[src/rtl/core/assert_macros.svh]
// Assertion macros shared by the RTL of the sensor reply frame checker.
// No dependencies; pulled in by `include where assertions are written.
`ifndef ASSERT_MACROS_SVH
`define ASSERT_MACROS_SVH

// expr must hold at every edge outside reset
`define ASSERT_ALWAYS(label, clk, rst, expr, msg) \
   label: assert property (@(posedge clk) disable iff (rst) (expr)) else $error(msg);

// ante implies cons in the same cycle
`define ASSERT_IMPL(label, clk, rst, ante, cons, msg) \
   label: assert property (@(posedge clk) disable iff (rst) (ante) |-> (cons)) \
      else $error(msg);

// ante implies cons in the next cycle
`define ASSERT_NEXT(label, clk, rst, ante, cons, msg) \
   label: assert property (@(posedge clk) disable iff (rst) (ante) |=> (cons)) \
      else $error(msg);

`endif

[src/rtl/core/srfc_pkg.sv]
// Types, constants and the CRC-8 byte update for the sensor reply frame checker.
// No dependencies.
`timescale 1ns / 1ps
`default_nettype none

package srfc_pkg;

   typedef logic [7:0] byte_type;
   typedef logic [3:0] count_type;

   // payload bytes covered by the CRC, held in the byte chain
   localparam int        DATA_BYTES = 8;
   localparam count_type DATA_COUNT = 4'd8;
   // full frame length, check byte included
   localparam count_type FRAME_LEN  = 4'd9;

   localparam byte_type PREFIX_RESET = 8'h3E;
   localparam byte_type OPCODE_RESET = 8'h06;

   // register selects (byte address bit 2)
   localparam logic REG_PREFIX = 1'b0;
   localparam logic REG_OPCODE = 1'b1;

   typedef enum logic [2:0] {
      ST_OK           = 3'd0,
      ST_SHORT        = 3'd1,
      ST_BAD_PREFIX   = 3'd2,
      ST_BAD_OPCODE   = 3'd3,
      ST_CRC_MISMATCH = 3'd4
   } status_type;

   // one shift of the byte chain
   typedef struct packed {
      logic     shift;
      byte_type data;
   } shift_req_type;

   // Dallas/Maxim CRC-8, reflected, one byte per call
   localparam byte_type CRC_BIT_TERMS [8] = '{
      8'h5e, 8'hbc, 8'h61, 8'hc2, 8'h9d, 8'h23, 8'h46, 8'h8c
   };

   function automatic byte_type crc_update(byte_type crc, byte_type b);
      byte_type x;
      byte_type r;
      x = crc ^ b;
      r = '0;
      for (int k = 0; k < 8; k++) begin
         if (x[k]) begin
            r = r ^ CRC_BIT_TERMS[k];
         end
      end
      return r;
   endfunction

endpackage

`default_nettype wire

[src/rtl/core/srfc_byte_cell.sv]
// One byte cell of the frame chain: loads its neighbor's byte on a shift.
// Depends on srfc_pkg.
`timescale 1ns / 1ps
`default_nettype none

module srfc_byte_cell (
   input  wire logic               clock,
   input  wire logic               shift,
   input  wire srfc_pkg::byte_type next_byte,
   output srfc_pkg::byte_type      held_byte
);
   import srfc_pkg::*;

   byte_type data_ff;
   byte_type data_in;

   always_comb begin
      data_in = shift ? next_byte : data_ff;
   end

   always_ff @(posedge clock) begin
      data_ff <= data_in;
   end

   assign held_byte = data_ff;

endmodule

`default_nettype wire

[src/rtl/core/srfc_byte_chain.sv]
// Row of byte cells; new bytes enter at the top and move one cell down per shift,
// so after eight shifts cell k holds frame byte k. Depends on srfc_pkg, srfc_byte_cell.
`timescale 1ns / 1ps
`default_nettype none

module srfc_byte_chain (
   input  wire logic                                             clock,
   input  wire srfc_pkg::shift_req_type                          shift_req,
   output srfc_pkg::byte_type [srfc_pkg::DATA_BYTES-1:0]         frame_bytes
);
   import srfc_pkg::*;

   byte_type [DATA_BYTES-1:0] feed;

   genvar i;
   generate
      for (i = 0; i < DATA_BYTES; i++) begin : g_cell
         if (i == DATA_BYTES - 1) begin : g_top
            assign feed[i] = shift_req.data;
         end else begin : g_mid
            assign feed[i] = frame_bytes[i+1];
         end

         srfc_byte_cell u_cell (
            .clock     (clock),
            .shift     (shift_req.shift),
            .next_byte (feed[i]),
            .held_byte (frame_bytes[i])
         );
      end
   endgenerate

endmodule

`default_nettype wire

[src/rtl/core/sensor_reply_frame_checker_top.sv]
// Sensor reply frame checker, top level; depends on srfc_pkg, srfc_byte_chain, assert_macros.svh.
// Throughput: one byte per cycle, every cycle, while the result register is free or drained.
// Latency: a result is valid the cycle after the transfer of the ninth byte, or of
//   a short burst's last byte; all checks are made in the transfer cycle, against the CRC-8 of bytes 0..7.
// Reset (synchronous, active high): frame count, CRC, result valid and the two
//   compare registers (prefix 0x3E, opcode 0x06) return to their reset values.
`timescale 1ns / 1ps
`default_nettype none
`include "assert_macros.svh"

module sensor_reply_frame_checker_top (
   input  wire logic              clock,
   input  wire logic              reset,

   // received bytes
   input  wire logic              req_valid,
   output logic                   req_ready,
   input  wire logic [7:0]        req_rx_byte,
   input  wire logic              req_burst_end,

   // frame results
   output logic                   rsp_valid,
   input  wire logic              rsp_ready,
   output logic [2:0]             rsp_status,
   output logic [7:0]             rsp_node_address,
   output logic signed [7:0]      rsp_temperature,
   output logic [15:0]            rsp_level_value,
   output logic [15:0]            rsp_freq_reading,
   output logic [7:0]             rsp_computed_crc,

   // register port
   input  wire logic              csr_psel,
   input  wire logic              csr_penable,
   input  wire logic              csr_pwrite,
   input  wire logic [2:0]        csr_paddr,
   input  wire logic [31:0]       csr_pwdata,
   output logic [31:0]            csr_prdata,
   output logic                   csr_pready
);
   import srfc_pkg::*;

   // ---------------------------------------------------------------
   // Compare registers
   // ---------------------------------------------------------------
   byte_type prefix_ff, prefix_in;
   byte_type opcode_ff, opcode_in;
   logic     csr_write;

   assign csr_pready = 1'b1;
   assign csr_write  = csr_psel & csr_penable & csr_pwrite & csr_pready;

   always_comb begin
      prefix_in = prefix_ff;
      opcode_in = opcode_ff;
      if (csr_write) begin
         case (csr_paddr[2])
            REG_PREFIX: prefix_in = csr_pwdata[7:0];
            REG_OPCODE: opcode_in = csr_pwdata[7:0];
            default:    prefix_in = prefix_ff;
         endcase
      end
   end

   always_comb begin
      case (csr_paddr[2])
         REG_PREFIX: csr_prdata = {24'd0, prefix_ff};
         REG_OPCODE: csr_prdata = {24'd0, opcode_ff};
         default:    csr_prdata = '0;
      endcase
   end

   always_ff @(posedge clock) begin
      if (reset) begin
         prefix_ff <= PREFIX_RESET;
         opcode_ff <= OPCODE_RESET;
      end else begin
         prefix_ff <= prefix_in;
         opcode_ff <= opcode_in;
      end
   end

   // ---------------------------------------------------------------
   // Byte intake. The result register parts the two sides: a byte is
   // taken whenever the register is empty or drains this cycle.
   // ---------------------------------------------------------------
   logic      accept;
   logic      in_frame;     // byte 0..7: capture and run CRC
   logic      at_check;     // byte 8: check byte, give frame result
   count_type count_ff, count_in;
   byte_type  crc_ff, crc_in;
   logic      rsp_valid_ff, rsp_valid_in;

   assign req_ready = ~rsp_valid_ff | rsp_ready;
   assign accept    = req_valid & req_ready;
   assign in_frame  = count_ff < DATA_COUNT;
   assign at_check  = count_ff == DATA_COUNT;

   // frame bytes 0..7 walk down the cell chain
   shift_req_type             shift_req;
   byte_type [DATA_BYTES-1:0] frame_bytes;

   assign shift_req.shift = accept & in_frame;
   assign shift_req.data  = req_rx_byte;

   srfc_byte_chain u_chain (
      .clock       (clock),
      .shift_req   (shift_req),
      .frame_bytes (frame_bytes)
   );

   // count and CRC; burst end rearms, bytes past the ninth are dropped
   always_comb begin
      count_in = count_ff;
      crc_in   = crc_ff;
      if (accept) begin
         if (in_frame) begin
            count_in = count_ff + 4'd1;
            crc_in   = crc_update(crc_ff, req_rx_byte);
         end else if (at_check) begin
            count_in = FRAME_LEN;
         end
         if (req_burst_end) begin
            count_in = '0;
            crc_in   = '0;
         end
      end
   end

   always_ff @(posedge clock) begin
      if (reset) begin
         count_ff <= '0;
         crc_ff   <= '0;
      end else begin
         count_ff <= count_in;
         crc_ff   <= crc_in;
      end
   end

   // ---------------------------------------------------------------
   // Result build. Prefix beats opcode beats CRC. A short frame
   // carries zero fields; a full frame always carries the captured bytes.
   // ---------------------------------------------------------------
   logic       new_result;
   status_type status_next;

   assign new_result = accept & ((in_frame & req_burst_end) | at_check);

   always_comb begin
      if (!at_check) begin
         status_next = ST_SHORT;
      end else if (frame_bytes[0] != prefix_ff) begin
         status_next = ST_BAD_PREFIX;
      end else if (frame_bytes[2] != opcode_ff) begin
         status_next = ST_BAD_OPCODE;
      end else if (req_rx_byte != crc_ff) begin
         status_next = ST_CRC_MISMATCH;
      end else begin
         status_next = ST_OK;
      end
   end

   status_type   status_ff, status_in;
   byte_type     address_ff, address_in;
   byte_type     temp_ff, temp_in;
   logic [15:0]  level_ff, level_in;
   logic [15:0]  freq_ff, freq_in;
   byte_type     out_crc_ff, out_crc_in;

   always_comb begin
      rsp_valid_in = rsp_valid_ff;
      status_in    = status_ff;
      address_in   = address_ff;
      temp_in      = temp_ff;
      level_in     = level_ff;
      freq_in      = freq_ff;
      out_crc_in   = out_crc_ff;
      if (rsp_ready) begin
         rsp_valid_in = 1'b0;
      end
      if (new_result) begin
         rsp_valid_in = 1'b1;
         status_in    = status_next;
         if (at_check) begin
            address_in = frame_bytes[1];
            temp_in    = frame_bytes[3];
            level_in   = {frame_bytes[5], frame_bytes[4]};
            freq_in    = {frame_bytes[7], frame_bytes[6]};
            out_crc_in = crc_ff;
         end else begin
            address_in = '0;
            temp_in    = '0;
            level_in   = '0;
            freq_in    = '0;
            out_crc_in = '0;
         end
      end
   end

   always_ff @(posedge clock) begin
      if (reset) begin
         rsp_valid_ff <= 1'b0;
      end else begin
         rsp_valid_ff <= rsp_valid_in;
      end
   end

   always_ff @(posedge clock) begin
      status_ff  <= status_in;
      address_ff <= address_in;
      temp_ff    <= temp_in;
      level_ff   <= level_in;
      freq_ff    <= freq_in;
      out_crc_ff <= out_crc_in;
   end

   assign rsp_valid           = rsp_valid_ff;
   assign rsp_status          = 3'(status_ff);
   assign rsp_node_address    = address_ff;
   assign rsp_temperature     = $signed(temp_ff);
   assign rsp_level_value     = level_ff;
   assign rsp_freq_reading    = freq_ff;
   assign rsp_computed_crc    = out_crc_ff;

   // ---------------------------------------------------------------
   // Assertions
   // ---------------------------------------------------------------
   `ASSERT_ALWAYS(a_count_range, clock, reset, count_ff <= FRAME_LEN, "byte count past frame length")
   `ASSERT_NEXT(a_burst_rearm, clock, reset, accept && req_burst_end, count_ff == 4'd0 && crc_ff == 8'd0, "burst end did not rearm")
   `ASSERT_NEXT(a_check_result, clock, reset, accept && at_check, rsp_valid_ff && status_ff != ST_SHORT, "ninth byte gave no frame result")
   `ASSERT_IMPL(a_short_zero, clock, reset, rsp_valid_ff && status_ff == ST_SHORT, out_crc_ff == 8'd0 && address_ff == 8'd0, "short frame with nonzero fields")

endmodule

`default_nettype wire
[config.mk]
export PLATFORM = sky130hd
export DESIGN_NAME = sensor_reply_frame_checker_top
export DESIGN_NICKNAME = d
export VERILOG_FILES = /design/src/rtl/core/srfc_pkg.sv /design/src/rtl/core/srfc_byte_cell.sv /design/src/rtl/core/srfc_byte_chain.sv /design/src/rtl/core/sensor_reply_frame_checker_top.sv
export VERILOG_INCLUDE_DIRS = /design/src /design/src/rtl/core
export SDC_FILE = /design/constraint.sdc
export NUM_CORES = 1
export LEC_CHECK = 0
export BUFFER_PORTS_ARGS = -buffer_cell sky130_fd_sc_hd__buf_4
export CORE_MARGIN = 2
export CORE_UTILIZATION = 40
export CTS_CLUSTER_SIZE = 20
export DETAILED_ROUTE_END_ITERATION = 10
export SLEW_MARGIN = 20
export SYNTH_ARGS = -nofsm -noshare
export SYNTH_HDL_FRONTEND = slang
export SYNTH_HIERARCHICAL = 1
export SYNTH_SLANG_ARGS = --single-unit
[constraint.sdc]
create_clock -name clock -period 3.9 [get_ports clock]
set_input_delay 0.39 -clock clock [delete_from_list [all_inputs] [get_ports clock]]
set_output_delay 0.39 -clock clock [all_outputs]
set_load 0.03 [all_outputs]
==> impl_metrics.toml, run 1 <==
[power]
combinationalPowerShare_pct = 9.8
switching_share_pct = 23.04
p_int_mw = 2.930
clkPwrFrac_pct = 40.8
power.density_mw_per_mm2 = 518.8
ir_worst_vdd_mv = 0.2953
sequentialPowerShare_pct = 49.5
switchingPower_mw = 0.8771
power.total_mw = 3.807
p_leak_nw = 2.949

[sta]
min_period_ps = 2465
rsz0062_at_grt = "no"
min_period_over_period_pct = 63.21
holdWs_ps = 165.4
clock-skew-final_ps = 7.134
tns_ps = 0
tightest_slew_ps = 1008
max_slew_margin_pct = 32.80
setup_viol = 0
slew_violations = 0
max_freq_ghz = 0.4056
finalHoldViolCount = 0

[finish]
syn_to_final_growth_pct = 22.49
multi_input_area_sq_mm = 0.001525
nNetsFinal = 557
drive_gt1_share_pct = 26.94
seq_area_sq_mm = 0.004275
diodes = 0
final_cells = 700
nFillCells = 1255
mostFrequentLayoutCell = "edfxtp_1"
final_cell_area_sq_mm = 0.007338
most-common-layout-cells = "edfxtp_1 (123), buf_4 (95), and3_1 (55)"

[logic_synthesis]
syn_area_sq_mm = 0.005991
synthAdderAreaFrac_pct = 0.6266
synth_xor_area_share_pct = 5.911
ys_warn_count = 6
synth.distinct_cells = 40
avgSynthCellArea_sq_um = 14.65
async_reset_ff_share_pct = 0
synth_edf_count = 123
ys_ff_latch = 152
synth_top_family_by_area = "simple AND/OR/NAND/NOR gates"
synth_simple_gate_area_share_pct = 11.17
synthCells = 409
synthFlopType = "edfxtp_1"
synth-compound-area-share_pct = 3.801
muxShareOfSynthArea_pct = 2.005
ys_seq_area_share_pct = 71.35

[drt]
num_vias = 3366
wl_per_cell_um = 16.30
postRouteAntennaNets = 0
first_pass_iters = 4
drtIter0Drc = 278
drt-vias-per-instance = 4.809
wirelength_um = 11410
drc = 0

[flow_run]
maxCapViolCount = 0

[critical_path]
critPathTopFamily = "flip-flops"
cp_cell_sequence = "and2_1 -> a21oi_1 -> nor2_4 -> buf_12"
critPathCaptureType = "flop"
crit_slowest_cell = "dfxtp_2"
slowest_delay_ps = 990
critPathLaunchType = "flop"
crit_buf_inv = 1
crit_arrival_ps = 2550
rr_startpoint = "count_ff[3]"
crit_type = "flop to flop"
cp-startpoint = "count_ff[3]"
path_max_fanout = 64
cp.required_ps = 3990

[placed_design]
place_inst = 668
hpwl_um = 7294
place_area_sq_mm = 0.006779
port_buffers = 93
gp_congestion = 0.7485

[cts]
ctsHtreeMaxLevel = 4
postCtsHoldBufs = 0
cts_tree = "built"
postCtsSetupRepairBufs = 0
clkLatencyLatePin_ps = 420
path_clk_slew_ps = 60
numCtsBuffers = 17
root_buffer = "clkbuf_16"
post_cts_resized = 0
clock_sinks = 152
cts_buffer_depth = 2

[floorplan]
rows = 44
dieArea_sq_mm = 0.01597
initial_core_util_pct = 41.06
die_w_um = 126.4
io_pins = 145
fp.dieH_um = 126.4
core_sq_mm = 0.01459

[hold_path]
hp-class = "primary input to flop"
hp-start = "req_rx_byte[5]"

[global_route]
grt_start_max_net_pins = 65
grt_usage_pct = 14.38
first_global_vias = 3347
grt_overflow = 0
antenna_found_initial = 0
grt_first_pass_wirelength_um = 17570

[outcome]
run_status = "complete, no violations"
cells in the mapped netlist (2+ instances only):
cell,count,area share (%)
a211o_1,5,0.73
a211oi_1,2,0.25
a21oi_1,10,0.84
a22oi_1,9,1.1
and2_1,2,0.21
and3_1,55,5.7
buf_2,2,0.17
buf_4,25,3.1
clkbuf_1,13,0.81
clkbuf_8,2,0.46
conb_1,2,0.13
dfxtp_1,29,9.7
edfxtp_1,123,62
ha_1,3,0.63
inv_1,4,0.25
mux2_2,8,1.5
mux2i_1,3,0.50
nand2_1,22,1.4
nand3b_1,2,0.25
nand4_1,4,0.42
nor2_1,21,1.3
nor2b_1,6,0.63
nor3_1,2,0.17
nor4_1,2,0.21
o21ai_0,5,0.42
xnor2_1,18,2.6
xnor2_2,2,0.54
xor2_1,16,2.3
stage by stage:
step	util (%)	setup WS, ps
after global placement	46.47	1431
final	50.30	1435
after floorplan	-	760.2
after CTS	50.30	1363
after global routing	50.30	1222
after detailed placement	46.47	1390
state kept, by name, summed over array words and instances (netlist names):
| signal | flops |
|---|---|
| crc_ff | 8 |
| rsp_node_address | 8 |
| rsp_computed_crc | 8 |
| opcode_ff | 8 |
| count_ff | 4 |
| rsp_freq_reading | 16 |
| rsp_status | 3 |
| prefix_ff | 8 |
| rsp_level_value | 16 |
| u_chain/g_cell.u_cell/held_byte | 64 |
| rsp_temperature | 8 |
| rsp_valid | 1 |
worst register-to-register path: stages, from the launching register on:
cell and delay (ps):
dfxtp_2 990, and2_1 360, a21oi_1 120, nor2_4 320, buf_12 310
final timing paths:
| check | end | slack, ps | depth (start not counted) |
|---|---|---|---|
| setup / recovery | rsp_freq_reading[7] | 1430 | 4 |
| hold / removal | u_chain/g_cell[7].u_cell/held_byte[5] | 170 | 1 |
| setup reg to reg | rsp_freq_reading[7] | 1430 | 4 |
| hold reg to reg | u_chain/g_cell[2].u_cell/held_byte[3] | 440 | 0 |
power groups by stage:
stage	clock (mW)	combinational, mW	sequential, mW
after floorplan	0	0.249	1.94
after global placement	0	0.368	1.91
after detailed placement	0	0.373	1.92
after CTS	1.59	0.375	1.89
after global routing	1.66	0.402	1.89
final	1.55	0.372	1.88
per-layer routing:
layer	vias to the layer above	part of all wire, %	global-route usage (%)	routed length (um)
li1	1627	-	-	-
met1	1622	45	18.54	5078
met2	98	49	22.71	5550
met3	19	4.9	4.344	556
met4	0	2.0	6.012	224
met5	-	0	0	0
layout make-up:
type	count	share of cell area, %
flip-flops and latches	152	58.26
multi-input cells	232	20.78
repair buffers	96	9.991
clock buffers	23	6.240
well taps	184	3.137
clock inverters	9	1.381
inverters	4	0.2046
cell families after synthesis:
| family | count (synthesis) |
|---|---|
| AO/OA/AOI/OAI | 34 |
| XOR/XNOR | 37 |
| adder cells (fa/ha/maj) | 3 |
| buffers and inverters | 48 |
| flip-flops | 152 |
| multiplexers | 11 |
| other | 2 |
| AND/OR/NAND/NOR | 122 |
(Power assumes the default switching activity.)
==> run 2: changes to the inputs <==
Settings changed: ABC_AREA set to 1.
Clock period 3.9 ns to 2.5 ns, I/O delays scaled along.
==> run 2 against run 1 <==
Effect of this change: clock power grew 65%; first-iteration DRC count shrank 2.2%; global-route usage grew 0.99 points.
==> impl_metrics.toml, run 2 <==
[logic_synthesis]
synth_xor_area_share_pct = 3.710
muxShareOfSynthArea_pct = 0
ys_warn_count = 6
post-synth-top-area-fraction_pct = 60.18
synth-compound-area-share_pct = 3.629
synthAdderAreaFrac_pct = 0.6116
async_reset_ff_share_pct = 0
synth_simple_gate_area_share_pct = 13.64
avgSynthCellArea_sq_um = 11.32
synthCells = 542
synth_top_family_by_area = "simple AND/OR/NAND/NOR gates"
syn_area_sq_mm = 0.006137
ys_ff_latch = 152
synthFlopType = "edfxtp_1"
synth.distinct_cells = 25
ys_seq_area_share_pct = 69.64
synth_edf_count = 123
synth_most_common_cell = "edfxtp_1"
synth_common_cells = "edfxtp_1 (123), nand2_1 (87), nor2_1 (76), inv_1 (69), dfxtp_1 (29)"
synth_area_leaders = "edfxtp_1 (60%), dfxtp_1 (9.5%), nand2_1 (5.3%), nor2_1 (4.6%), inv_1 (4.2%)"
synth_top_area_cell = "edfxtp_1"

[sta]
max_slew_margin_pct = 58.83
max_freq_ghz = 0.5022
finalHoldViolCount = 0
tightest_slew_ps = 615.3
min_period_ps = 1991
tns_ps = 0
slew_violations = 0
holdWs_ps = 37.12
setup_viol = 0
clock-skew-final_ps = 11.70
rsz0062_at_grt = "no"
min_period_over_period_pct = 79.64

[critical_path]
crit_type = "flop to flop"
rr_startpoint = "count_ff[0]"
cp_cell_sequence = "inv_1 -> ha_1 -> nand2_1 -> nor2_2 -> inv_2 -> a21oi_4 -> buf_4"
cp-startpoint = "count_ff[0]"
critPathCaptureType = "flop"
rr_endpoint = "rsp_computed_crc[7]"
cp.required_ps = 2570
worstRegToRegCells = 7
slowest_delay_ps = 420
critPathLaunchType = "flop"
crit_arrival_ps = 2060
cp-endpoint = "rsp_computed_crc[7]"
path_max_fanout = 31
crit_slowest_cell = "buf_4"
rrSetupSlack_ps = 510

[cts]
path_clk_slew_ps = 70
cts_tree = "built"
root_buffer = "clkbuf_16"
numCtsBuffers = 17
postCtsSetupRepairBufs = 0
clock_sinks = 152
cts_buffer_depth = 2
postCtsHoldBufs = 0
ctsHtreeMaxLevel = 4
post_cts_resized = 0
clkLatencyLatePin_ps = 420

[placed_design]
place_inst = 818
gp_congestion = 0.8612
port_buffers = 93
hpwl_um = 8228

[flow_run]
maxCapViolCount = 0

[finish]
syn_to_final_growth_pct = 23.98
final_util_pct = 50.42
final_cells = 850
diodes = 0
largest_register_ffs = 64
mostFrequentLayoutCell = "edfxtp_1"
most-common-layout-cells = "edfxtp_1 (123), buf_4 (98), nand2_1 (87)"
nNetsFinal = 703
drive_gt1_share_pct = 22.96
nFillCells = 1357

[drt]
drtIter0Drc = 272
drt-vias-per-instance = 4.572
num_vias = 3886
wirelength_um = 11870
first_pass_iters = 4
wl_per_cell_um = 13.96
postRouteAntennaNets = 0
drc = 0

[power]
ir_worst_vdd_mv = 0.4271
power.density_mw_per_mm2 = 792.6
p_leak_nw = 3.257

[floorplan]
rows = 45
initial_core_util_pct = 40.67
fp.dieH_um = 127.9
die_w_um = 127.9
core_sq_mm = 0.01509
io_pins = 145
dieArea_sq_mm = 0.01635

[global_route]
grt_overflow = 0
grt_start_max_net_pins = 52
antenna_found_initial = 0
first_global_vias = 3892
grt_usage_pct = 15.37
grt_first_pass_wirelength_um = 19020

[hold_path]
hp-class = "primary input to flop"

[outcome]
run_status = "complete, no violations"
[run 2: cell families (layout without fill, tap and decap cells)]
group	after synthesis	in the layout
buffers and inverters	115	212
AND/OR/NAND/NOR	204	204
AO/OA/AOI/OAI	40	40
XOR/XNOR	26	26
adder cells (fa/ha/maj)	3	3
other	2	25
flip-flops	152	152
[run 2: cell type report]
type | instances | area, sq um | share of cell area, %
tap | 188 | 235.2 | 3.092
multi-input combinational | 298 | 1438 | 18.89
sequential | 152 | 4274 | 56.17
clock inverter | 14 | 162.7 | 2.138
inverter | 81 | 304.0 | 3.996
timing repair buffer | 99 | 755.7 | 9.933
clock buffer | 18 | 439.2 | 5.772
[run 2: worst max-delay path: cells and delay by family (launching register included)]
kind / cells / cell delay, ps
AO/OA/AOI/OAI: 1 / 180
adder cells (fa/ha/maj): 1 / 140
AND/OR/NAND/NOR: 2 / 240
buffers and inverters: 3 / 720
flip-flops: 1 / 340
[run 2: how the worst min path moves through the flow]
stage | from | to | slack [ps] | cells after the start
6_report | req_rx_byte[1] | u_chain/g_cell[7].u_cell/held_byte[1] | 40 | 1
5_1_grt | req_rx_byte[1] | u_chain/g_cell[7].u_cell/held_byte[1] | 20 | 1
4_1_cts | req_rx_byte[1] | u_chain/g_cell[7].u_cell/held_byte[1] | 20 | 1
3_5_place_dp | u_chain/g_cell[4].u_cell/held_byte[6] | u_chain/g_cell[3].u_cell/held_byte[6] | 430 | 0
3_3_place_gp | u_chain/g_cell[4].u_cell/held_byte[0] | u_chain/g_cell[3].u_cell/held_byte[0] | 430 | 0
2_1_floorplan | req_rx_byte[0] | u_chain/g_cell[7].u_cell/held_byte[0] | 350 | 0
[run 2: per-stage QoR]
step / cell area (sq um) / total power [mW] / setup slack, ps
6_report: 7609 / 6.031 / 508.9
5_1_grt: 7609 / 6.274 / 304.8
4_1_cts: 7609 / 6.101 / 482.5
3_5_place_dp: 7007 / 3.537 / 504.7
3_3_place_gp: 7007 / 3.521 / 589.0
2_1_floorplan: 6242 / 3.375 / 242.7
[run 2: metal layers]
layer	vias up	GRT usage [%]	wire length, um	part of all wire [%]
met5	-	0	0	0
li1	1929	-	-	-
met2	132	24.10	5545	47
met1	1796	18.86	5109	43
met4	0	8.597	455	3.8
met3	29	4.925	760	6.4
[run 2: power by group]
group | total (mW) | internal, mW | switching, mW
Clock | 2.55 | 1.52 | 1.03
Combinational | 0.540 | 0.173 | 0.367
Sequential | 2.94 | 2.87 | 0.0694
Total | 6.03 | 4.56 | 1.47
